[src/rtl/htw_pkg.sv]
// Package with shared types and constants for the timer wheel.
package htw_pkg;

  localparam int TIMERS_DEF = 16;
  localparam int LEVELS_DEF = 5;
  localparam int SLOTS_DEF = 64;
  localparam int LEVEL_SHIFT_STEP_DEF = 3;
  localparam int MAXTO_W = 18;
  localparam logic [MAXTO_W-1:0] MAXTO_RESET = 18'h3FFFF;
  localparam int QDEPTH = 2;

  localparam logic [1:0] FUNC_ADD = 2'd0;
  localparam logic [1:0] FUNC_CANCEL = 2'd1;
  localparam logic [1:0] FUNC_TICK = 2'd2;

  typedef struct packed {
    logic [1:0] func;
    logic [3:0] timer_id;
    logic [31:0] delay;
  } in_item_t;

  typedef struct packed {
    logic status;
    logic was_armed;
    logic fired_valid;
    logic [3:0] fired_id;
    logic last;
    logic [63:0] clock_now;
  } out_item_t;

  // Classified command from the front end to the back end.
  typedef struct packed {
    logic [1:0] func;
    logic [3:0] timer_id;
    logic id_ok;
    logic reject;
    logic [31:0] delta;
  } cmd_t;

endpackage

[src/rtl/htw_front.sv]
// Front end: accepts commands, classifies them and queues them for the back end.
module htw_front (
  input  logic                           clk,
  input  logic                           rst_n,
  input  logic                           in_valid,
  output logic                           in_stall,
  input  htw_pkg::in_item_t              in_data,
  input  logic [htw_pkg::MAXTO_W-1:0]    max_timeout,
  input  logic [6:0]                     timers,
  output logic                           q_valid,
  input  logic                           q_pop,
  output htw_pkg::cmd_t                  q_data
);

  htw_pkg::cmd_t q_mem_r [htw_pkg::QDEPTH];
  logic q_wp_r, q_wp_nxt, q_rp_r, q_rp_nxt;
  logic [1:0] q_cnt_r, q_cnt_nxt;
  htw_pkg::cmd_t cmd;
  logic [31:0] d;
  logic push;

  always_comb begin
    d = (in_data.delay == 32'd0) ? 32'd1 : in_data.delay;
    cmd.func = in_data.func;
    cmd.timer_id = in_data.timer_id;
    cmd.id_ok = ({3'd0, in_data.timer_id} < timers);
    cmd.delta = d;
    cmd.reject = !cmd.id_ok || (d > {14'd0, max_timeout});
  end

  assign in_stall = (q_cnt_r == 2'(htw_pkg::QDEPTH));
  assign push = in_valid && !in_stall;
  assign q_valid = (q_cnt_r != 2'd0);
  assign q_data = q_mem_r[q_rp_r];

  always_comb begin
    q_wp_nxt = q_wp_r + 1'b1;
    q_rp_nxt = q_rp_r + 1'b1;
    q_cnt_nxt = q_cnt_r + 2'(push) - 2'(q_pop && q_valid);
  end

  always_ff @(posedge clk) begin
    if (!rst_n) begin
      q_wp_r <= 1'b0;
      q_rp_r <= 1'b0;
      q_cnt_r <= 2'd0;
    end else begin
      if (push) q_wp_r <= q_wp_nxt;
      if (q_pop && q_valid) q_rp_r <= q_rp_nxt;
      q_cnt_r <= q_cnt_nxt;
    end
  end

  always_ff @(posedge clk) begin
    if (push) q_mem_r[q_wp_r] <= cmd;
  end

`ifndef ASSERT_OFF
  a_no_overflow: assert property (@(posedge clk) disable iff (!rst_n)
    q_cnt_r <= 2'(htw_pkg::QDEPTH)) else $error("queue overflow");
  a_stall_full: assert property (@(posedge clk) disable iff (!rst_n)
    in_stall |-> q_valid) else $error("stall while empty");
  a_pop_valid: assert property (@(posedge clk) disable iff (!rst_n)
    (q_cnt_r == 2'd0) |=> (q_cnt_r <= 2'd1)) else $error("queue jumped");
`endif

endmodule

[src/rtl/htw_back.sv]
// Back end: timer slot state, command execution and the tick scan sequencer.
module htw_back #(
  parameter int TIMERS = htw_pkg::TIMERS_DEF,
  parameter int LEVELS = htw_pkg::LEVELS_DEF,
  parameter int SLOTS = htw_pkg::SLOTS_DEF,
  parameter int LEVEL_SHIFT_STEP = htw_pkg::LEVEL_SHIFT_STEP_DEF
) (
  input  logic               clk,
  input  logic               rst_n,
  input  logic               q_valid,
  output logic               q_pop,
  input  htw_pkg::cmd_t      q_data,
  output logic               out_valid,
  input  logic               out_stall,
  output htw_pkg::out_item_t out_data
);

  localparam int TW = (TIMERS > 1) ? $clog2(TIMERS) : 1;
  localparam int CW = $clog2(TIMERS + 1);
  localparam int LW = (LEVELS > 1) ? $clog2(LEVELS) : 1;
  localparam int SW = $clog2(SLOTS);

  localparam logic [2:0] ST_IDLE = 3'd0;
  localparam logic [2:0] ST_SCAN = 3'd1;
  localparam logic [2:0] ST_EMIT = 3'd2;
  localparam logic [2:0] ST_SEND = 3'd4;

  logic [2:0] st_r, st_nxt;
  logic [63:0] clk_r, clk_nxt;
  logic [TIMERS-1:0] armed_r, armed_nxt;
  logic [LW-1:0] lvl_r [TIMERS];
  logic [LW-1:0] lvl_nxt [TIMERS];
  logic [SW-1:0] bkt_r [TIMERS];
  logic [SW-1:0] bkt_nxt [TIMERS];
  logic [TW-1:0] rank_r [TIMERS];
  logic [TW-1:0] rank_nxt [TIMERS];
  logic [CW-1:0] cnt_r, cnt_nxt;

  // Scan position: level and rank in nested order.
  logic [LW-1:0] sl_r, sl_nxt;
  logic [CW-1:0] sr_r, sr_nxt;

  // Fired slots in firing order, as found by the scan.
  logic [TW-1:0] fire_r [TIMERS];
  logic [TW-1:0] fire_nxt [TIMERS];
  logic [CW-1:0] nf_r, nf_nxt;
  logic [CW-1:0] ef_r, ef_nxt;
  logic [TW-1:0] fid_r, fid_nxt;

  // Output register.
  htw_pkg::out_item_t ob_r, ob_nxt;
  logic ov_r, ov_nxt;

  logic [63:0] clk_inc;
  logic lvl_active;
  logic lvl_done;
  logic [SW-1:0] cur_bkt;
  logic [TIMERS-1:0] hit;
  logic [TW-1:0] hit_id;
  logic hit_any;
  logic ob_free;

  // Add computation.
  logic [LW-1:0] add_lvl;
  logic [63:0] exp_raw, exp_rnd;
  logic [SW-1:0] add_bkt;
  logic [TW-1:0] cid;

  assign ob_free = !ov_r || !out_stall;
  assign out_valid = ov_r;
  assign out_data = ob_r;
  assign cid = TW'(q_data.timer_id);
  assign clk_inc = clk_r + 64'd1;

  always_comb begin
    add_lvl = LW'(LEVELS - 1);
    for (int i = LEVELS - 1; i >= 0; i--) begin
      if ({32'd0, q_data.delta} < (64'(SLOTS) << (i * LEVEL_SHIFT_STEP))) add_lvl = LW'(i);
    end
    exp_raw = clk_r + {32'd0, q_data.delta};
    exp_rnd = (exp_raw + ((64'd1 << (add_lvl * LEVEL_SHIFT_STEP)) - 64'd1))
              >> (add_lvl * LEVEL_SHIFT_STEP);
    add_bkt = exp_rnd[SW-1:0];
  end

  always_comb begin
    lvl_active = (sl_r == '0) ||
      ((clk_r & ((64'd1 << (sl_r * LEVEL_SHIFT_STEP)) - 64'd1)) == 64'd0);
    cur_bkt = SW'(clk_r >> (sl_r * LEVEL_SHIFT_STEP));
    hit = '0;
    for (int i = 0; i < TIMERS; i++) begin
      hit[i] = armed_r[i] && (lvl_r[i] == sl_r) && (bkt_r[i] == cur_bkt) &&
               (CW'(rank_r[i]) == sr_r);
    end
    hit_any = |hit;
    hit_id = '0;
    for (int i = 0; i < TIMERS; i++) if (hit[i]) hit_id = TW'(i);
    lvl_done = (sr_r + CW'(1) >= cnt_r) || !lvl_active;
  end

  assign q_pop = (st_r == ST_IDLE) && q_valid && ob_free;

  always_comb begin
    st_nxt = st_r;
    clk_nxt = clk_r;
    armed_nxt = armed_r;
    lvl_nxt = lvl_r;
    bkt_nxt = bkt_r;
    rank_nxt = rank_r;
    cnt_nxt = cnt_r;
    sl_nxt = sl_r;
    sr_nxt = sr_r;
    fire_nxt = fire_r;
    nf_nxt = nf_r;
    ef_nxt = ef_r;
    fid_nxt = fid_r;
    ob_nxt = ob_r;
    ov_nxt = ov_r && out_stall;
    case (st_r)
      ST_IDLE: begin
        if (q_pop) begin
          ov_nxt = (q_data.func != htw_pkg::FUNC_TICK);
          ob_nxt = '0;
          ob_nxt.last = 1'b1;
          ob_nxt.clock_now = clk_r;
          case (q_data.func)
            htw_pkg::FUNC_ADD: begin
              if (q_data.reject) ob_nxt.status = 1'b1;
              else begin
                // Remove then append as newest.
                for (int i = 0; i < TIMERS; i++)
                  if (armed_r[cid] && armed_r[i] && rank_r[i] > rank_r[cid])
                    rank_nxt[i] = rank_r[i] - TW'(1);
                lvl_nxt[cid] = add_lvl;
                bkt_nxt[cid] = add_bkt;
                rank_nxt[cid] = TW'(cnt_r - CW'(armed_r[cid]));
                cnt_nxt = cnt_r - CW'(armed_r[cid]) + CW'(1);
                armed_nxt[cid] = 1'b1;
              end
            end
            htw_pkg::FUNC_CANCEL: begin
              if (q_data.id_ok && armed_r[cid]) begin
                ob_nxt.was_armed = 1'b1;
                for (int i = 0; i < TIMERS; i++)
                  if (armed_r[i] && rank_r[i] > rank_r[cid])
                    rank_nxt[i] = rank_r[i] - TW'(1);
                armed_nxt[cid] = 1'b0;
                cnt_nxt = cnt_r - CW'(1);
              end
            end
            htw_pkg::FUNC_TICK: begin
              clk_nxt = clk_inc;
              ob_nxt.clock_now = clk_inc;
              sl_nxt = '0;
              sr_nxt = '0;
              nf_nxt = '0;
              ef_nxt = '0;
              st_nxt = ST_SCAN;
            end
            default: ;
          endcase
        end
      end
      ST_SCAN: begin
        // One rank of one level per cycle; hits are found in firing order.
        if (lvl_active && hit_any) begin
          fire_nxt[nf_r[TW-1:0]] = hit_id;
          nf_nxt = nf_r + CW'(1);
        end
        if (lvl_done) begin
          sr_nxt = '0;
          if (sl_r != LW'(LEVELS - 1)) sl_nxt = sl_r + LW'(1);
          else st_nxt = ST_EMIT;
        end else begin
          sr_nxt = sr_r + CW'(1);
        end
      end
      ST_EMIT: begin
        if (ob_free) begin
          if (ef_r == nf_r) begin
            st_nxt = ST_IDLE;
            if (nf_r == '0) begin
              ov_nxt = 1'b1;
              ob_nxt.fired_valid = 1'b0;
              ob_nxt.fired_id = '0;
              ob_nxt.last = 1'b1;
            end
          end else begin
            fid_nxt = fire_r[ef_r[TW-1:0]];
            ef_nxt = ef_r + CW'(1);
            st_nxt = ST_SEND;
          end
        end
      end
      ST_SEND: begin
        // Fire the next slot in order and disarm it.
        ov_nxt = 1'b1;
        ob_nxt.fired_valid = 1'b1;
        ob_nxt.fired_id = 4'(fid_r);
        ob_nxt.last = (ef_r == nf_r);
        armed_nxt[fid_r] = 1'b0;
        cnt_nxt = cnt_r - CW'(1);
        for (int i = 0; i < TIMERS; i++)
          if (armed_r[i] && rank_r[i] > rank_r[fid_r]) rank_nxt[i] = rank_r[i] - TW'(1);
        st_nxt = ST_EMIT;
      end
      default: st_nxt = ST_IDLE;
    endcase
  end

  always_ff @(posedge clk) begin
    if (!rst_n) begin
      st_r <= ST_IDLE;
      clk_r <= 64'd0;
      armed_r <= '0;
      cnt_r <= '0;
      ov_r <= 1'b0;
      sl_r <= '0;
      sr_r <= '0;
      nf_r <= '0;
      ef_r <= '0;
    end else begin
      st_r <= st_nxt;
      clk_r <= clk_nxt;
      armed_r <= armed_nxt;
      cnt_r <= cnt_nxt;
      ov_r <= ov_nxt;
      sl_r <= sl_nxt;
      sr_r <= sr_nxt;
      nf_r <= nf_nxt;
      ef_r <= ef_nxt;
    end
  end

  always_ff @(posedge clk) begin
    lvl_r <= lvl_nxt;
    bkt_r <= bkt_nxt;
    rank_r <= rank_nxt;
    fire_r <= fire_nxt;
    fid_r <= fid_nxt;
    ob_r <= ob_nxt;
  end

`ifndef ASSERT_OFF
  a_count: assert property (@(posedge clk) disable iff (!rst_n)
    cnt_r == CW'($countones(armed_r))) else $error("armed count mismatch");
  a_emit_bound: assert property (@(posedge clk) disable iff (!rst_n)
    ef_r <= nf_r) else $error("emitted more than fired");
  a_pop_idle: assert property (@(posedge clk) disable iff (!rst_n)
    q_pop |-> (st_r == ST_IDLE)) else $error("pop while busy");
  a_out_hold: assert property (@(posedge clk) disable iff (!rst_n)
    (ov_r && out_stall) |=> (ov_r && $stable(ob_r))) else $error("stalled result changed");
`endif

endmodule

[src/rtl/hierarchical_timer_wheel.sv]
// Top level of the hierarchical timer wheel: config register, front end, back end.
// Add, cancel and unused codes: queued at acceptance, popped once the back end is idle and
// its output is free, result offered the cycle after the pop; up to one command per cycle
// without stalls. A tick is popped, scans each active level rank by rank and passes over
// inactive ones, then emits each fired timer or one empty result; one command at a time.
// Reset (rst_n low, synchronous) clears the clock, armed flags and queue; max_timeout = max.
module hierarchical_timer_wheel #(
  parameter int TIMERS = htw_pkg::TIMERS_DEF,
  parameter int LEVELS = htw_pkg::LEVELS_DEF,
  parameter int SLOTS = htw_pkg::SLOTS_DEF,
  parameter int LEVEL_SHIFT_STEP = htw_pkg::LEVEL_SHIFT_STEP_DEF
) (
  input  logic                         clk,
  input  logic                         rst_n,
  input  logic                         in_valid,
  output logic                         in_stall,
  input  htw_pkg::in_item_t            in_data,
  output logic                         out_valid,
  input  logic                         out_stall,
  output htw_pkg::out_item_t           out_data,
  input  logic                         cfg_valid,
  output logic                         cfg_ready,
  input  logic [htw_pkg::MAXTO_W-1:0]  cfg_data
);

  logic [htw_pkg::MAXTO_W-1:0] maxto_r;
  logic q_valid, q_pop;
  htw_pkg::cmd_t q_data;

  // Register always ready; the user must make writes only while the block is idle, unenforced.
  assign cfg_ready = 1'b1;

  always_ff @(posedge clk) begin
    if (!rst_n) maxto_r <= htw_pkg::MAXTO_RESET;
    else if (cfg_valid) maxto_r <= cfg_data;
  end

  htw_front u_front (
    .clk(clk), .rst_n(rst_n), .in_valid(in_valid), .in_stall(in_stall),
    .in_data(in_data), .max_timeout(maxto_r), .timers(7'(TIMERS)),
    .q_valid(q_valid), .q_pop(q_pop), .q_data(q_data)
  );

  htw_back #(
    .TIMERS(TIMERS), .LEVELS(LEVELS), .SLOTS(SLOTS), .LEVEL_SHIFT_STEP(LEVEL_SHIFT_STEP)
  ) u_back (
    .clk(clk), .rst_n(rst_n), .q_valid(q_valid), .q_pop(q_pop), .q_data(q_data),
    .out_valid(out_valid), .out_stall(out_stall), .out_data(out_data)
  );

endmodule

[config.mk]
export PLATFORM = sky130hd
export DESIGN_NAME = hierarchical_timer_wheel
export DESIGN_NICKNAME = d
export VERILOG_FILES = /design/src/rtl/htw_pkg.sv /design/src/rtl/htw_front.sv /design/src/rtl/htw_back.sv /design/src/rtl/hierarchical_timer_wheel.sv
export SDC_FILE = /design/constraint.sdc
export NUM_CORES = 1
export LEC_CHECK = 0
export BUFFER_PORTS_ARGS = -buffer_cell sky130_fd_sc_hd__buf_2
export CORE_AREA = 2 2 260 262
export DETAILED_ROUTE_END_ITERATION = 8
export DIE_AREA = 0 0 262 264
export GPL_TIMING_DRIVEN = 0
export PLACE_DENSITY = 0.73
export SLEW_MARGIN = 20
export SYNTH_ARGS = -nofsm -noshare
export SYNTH_HDL_FRONTEND = slang
export SYNTH_HIERARCHICAL = 1
export SYNTH_SLANG_ARGS = --single-unit
[constraint.sdc]
create_clock -name clk -period 9 [get_ports clk]
set_input_delay 0.9 -clock clk [delete_from_list [all_inputs] [get_ports clk]]
set_output_delay 0.9 -clock clk [all_outputs]
set_load 0.005 [all_outputs]
==> flow_summary_export.csv <==
group,metric,value,unit
synth,synth.most_common_cell,"edfxtp_1",
synth,synth-compound-area-share,0.104,
drt,ant_nets,0,
drt,drt_iter0_drc,3588,
placement,io_buffers,133,
placement,place_area,38800,sq um
cells_and_area,syn2layout_area_growth,11.0,%
critical_path,cp-start-kind,"register",
cells_and_area,fin_nets,4055,
drt,drt-wirelength-per-cell,23.6,microns
clocking,cts_made_buffers,58,
die,rows,95,
status,status,"finished, final reports clean",
run,cap_violations,0,
global_routing,grt_start_max_net_pins,57,
synth,yosys.cell_types.count,102,
placement,dp_hpwl,80.6,mm
die,start_util,0.554,
drt,vias_per_cell,6.30,
cells_and_area,fin_cells,4618,
clocking,clk_latency,0.66,ns
synth,synth.area.top_cells,"edfxtp_1 (35%), ha_1 (9.0%), dfxtp_1 (7.1%)",
critical_path,cp-endpoint,"u_back/bkt_r[80]",
synth,synthAdderAreaFrac,0.108,
critical_path,reg2reg_to,"u_back/bkt_r[80]",
critical_path,path_class,"reg -> reg",
global_routing,grt.overflow.total,0,
synth,synth-main-ff-cell,"edfxtp_1",
synth,syn_inst,3488,
placement,place_ws,-0.465,ns
timing,max_slew.worst_pin.slew,1.08,ns
timing,fmax,119,MHz
synth,synth-xor-area-share,0.0929,
synth,avgSynthCellArea,10.6,sq um
drt,first_pass_iters,6,
critical_path,crit_path_top_delay_cell,"or4_1",
global_routing,antenna_found_initial,5,
timing,setup_viol,0,
synth,muxShareOfSynthArea,0.0875,
critical_path,critPathMostFrequentCell,"ha_1",
drt,drc,0,
pwr,leakagePower,15.7,nW
clocking,htreeDepth,2,
die,die_y,264,microns
synth,ys_ff_latch,558,
timing,fin_skew,0.0455,ns
clocking,cts.sinks,558,
clocking,cts_max_path_buffers,3,
pwr,finalPower,10.0,mW
drt,route.final.wire_length,109,mm
critical_path,reg2reg_slack,0.61,ns
cells_and_area,fin_area,40900,sq um
timing,drv_slew,0,
synth,async_flop_share,0,
clocking,clk_pin_slew,0.06,ns
clocking,clockRootBuffer,"clkbuf_16",
pwr,powerDensity,245,nW/um^2
hold_path,min_path_type,"reg -> reg",
synth,yosys-top-cells-count,"edfxtp_1 (428), ha_1 (265), nor2_1 (243)",
drt,num_vias,29100,
timing,fin_ws,0.606,ns
global_routing,grt_usage,0.312,
synth,synth_seq_area_share,0.419,
synth,synth_top_family_by_area,"simple AND/OR/NAND/NOR gates",
timing,slew_headroom,0.277,
synth,synth_top_area_cell,"edfxtp_1",
die,io_pins,136,
timing,tns,0,ns
die,fp.coreArea,66600,sq um
critical_path,end_kind,"register",
timing,rsz0062_at_grt,"no",
critical_path,crit_fanout,27,
critical_path,critPathRequiredTime,9.36,ns
critical_path,crit_arrival,8.76,ns
clocking,cts_tree,"done",
synth,syn-cell-area,36900,sq um
critical_path,max_stage_delay,0.61,ns
critical_path,reg2regPathDepth,25,
pwr,vdd_drop_max,207,uV
die,die_w,262,microns
hold_path,hold_depth,2,
synth,synth_top_area_frac,0.349,
timing,hold_viol,0,
synth,synthSimpleGateAreaFrac,0.139,
global_routing,grt_pass1_wl,164,mm
placement,placed_cells,4506,
synth,yosysWarnings,6,
cells_and_area,diodes,0,
cells_and_area,drive_above_1_share,0.129,
placement,routabilityCongestion,0.997,
global_routing,grt_pass1_vias,27700,
die,die_area,69200,sq um
synth,synth-edff-count,428,
timing,finalCriticalPeriod,8.39,ns
timing,period_share,0.933,
-- routing by layer --
layer / track usage / up-vias / share of wire
met5: 0 / - / 0.00041
met4: 0.101 / 8 / 0.034
met3: 0.0664 / 276 / 0.11
met2: 0.471 / 1532 / 0.44
met1: 0.448 / 14200 / 0.42
li1: - / 13100 / -
-- report_power, final --
part           internal [mW]  leakage [nW]  total, mW  switching, mW
clock network           1.49         0.983       2.54           1.05
registers               3.27          5.24       3.33         0.0568
logic                   1.51          9.48       4.17           2.66
-- registers in the layout, summed over array words and instances, names as in the netlist, named ones only --
| name | flops |
|---|---|
| u_front/q_wp_r | 1 |
| u_front/q_rp_r | 1 |
| maxto_r | 18 |
| u_front/q_cnt_r | 2 |
| u_back/fire_r | 64 |
| u_back/sr_r | 5 |
| u_back/clk_r | 64 |
| u_back/out_valid | 1 |
| u_back/ef_r | 5 |
| u_back/out_data | 72 |
| u_back/st_r | 3 |
| u_back/lvl_r | 48 |
| u_back/rank_r | 64 |
| u_back/sl_r | 3 |
| u_back/nf_r | 5 |
| u_back/cnt_r | 5 |
| u_back/bkt_r | 96 |
| u_back/fid_r | 4 |
| u_front/q_mem_r | 80 |
-- metrics by stage --
stage | hold WS [ns] | utilization
final | 0.469 | 0.614
after global routing | 0.454 | 0.614
after CTS | 0.434 | 0.613
after detailed placement | 0.460 | 0.583
after global placement | 0.456 | 0.580
after floorplan | 0.441 | -
-- worst max-delay path, delay by kind of cell (launching register included) --
| kind | cells | cell delay, ns |
|---|---|---|
| simple gates | 7 | 2.19 |
| fa+ha+maj | 5 | 1.64 |
| compound gates | 4 | 1.42 |
| buf+inv | 6 | 1.34 |
| mux | 3 | 1.12 |
| flops | 1 | 0.42 |
-- layout by cell type (no fill, tap or decap), drive strengths merged, types with 26 or more instances in the layout --
master / instances
edfxtp: 428
ha: 265
nor2: 245
xnor2: 236
nand2: 228
inv: 227
clkbuf: 215
buf: 196
a21oi: 164
xor2: 153
o21ai: 136
dfxtp: 130
nand4: 88
nand3: 81
o22ai: 80
mux4: 77
nor3: 74
mux2: 69
mux2i: 67
nand2b: 50
nor4: 49
nor2b: 46
or3: 35
a31oi: 35
fa: 34
o21a: 29
and3: 26
-- final cells by class --
cell class / instances / area (sq um)
clock inverters: 33 / 400
plain buffers: 194 / 917
inverters: 229 / 863
flip-flops and latches: 558 / 15500
repair buffers: 141 / 787
well taps: 873 / 1090
fillers: 5441 / 25700
clock buffers: 77 / 1610
repair inverters: 1 / 5.00
multi-input cells: 2512 / 19800
-- cells by family (layout without fill, tap and decap cells) --
family                   Yosys count  count (layout)
AO/OA/AOI/OAI                    606             606
XOR/XNOR                         389             389
adder cells (fa/ha/maj)          299             299
buffers and inverters            424             675
flip-flops                       558             558
multiplexers                     213             213
other                              2               8
AND/OR/NAND/NOR                  997             997
-- timing repair --
item	4_1_cts	5_1_grt
buffers inserted	0	2
hold endpoints to repair	0	0
hold buffers	0	0
gates resized for setup	5	7
pin swaps	0	2
setup endpoints to repair	96	96
gates cloned	0	1
-- worst min-delay path by stage --
stage                             endpoint         from
floorplan                      maxto_r[10]  maxto_r[10]
global placement               maxto_r[14]  maxto_r[14]
detailed placement             maxto_r[12]  maxto_r[12]
CTS                 u_front/q_mem_r[1][38]  in_data[36]
global route        u_front/q_mem_r[1][38]  in_data[36]
finish                         maxto_r[10]  maxto_r[10]
No activity file was read; power rests on OpenSTA's default activity.
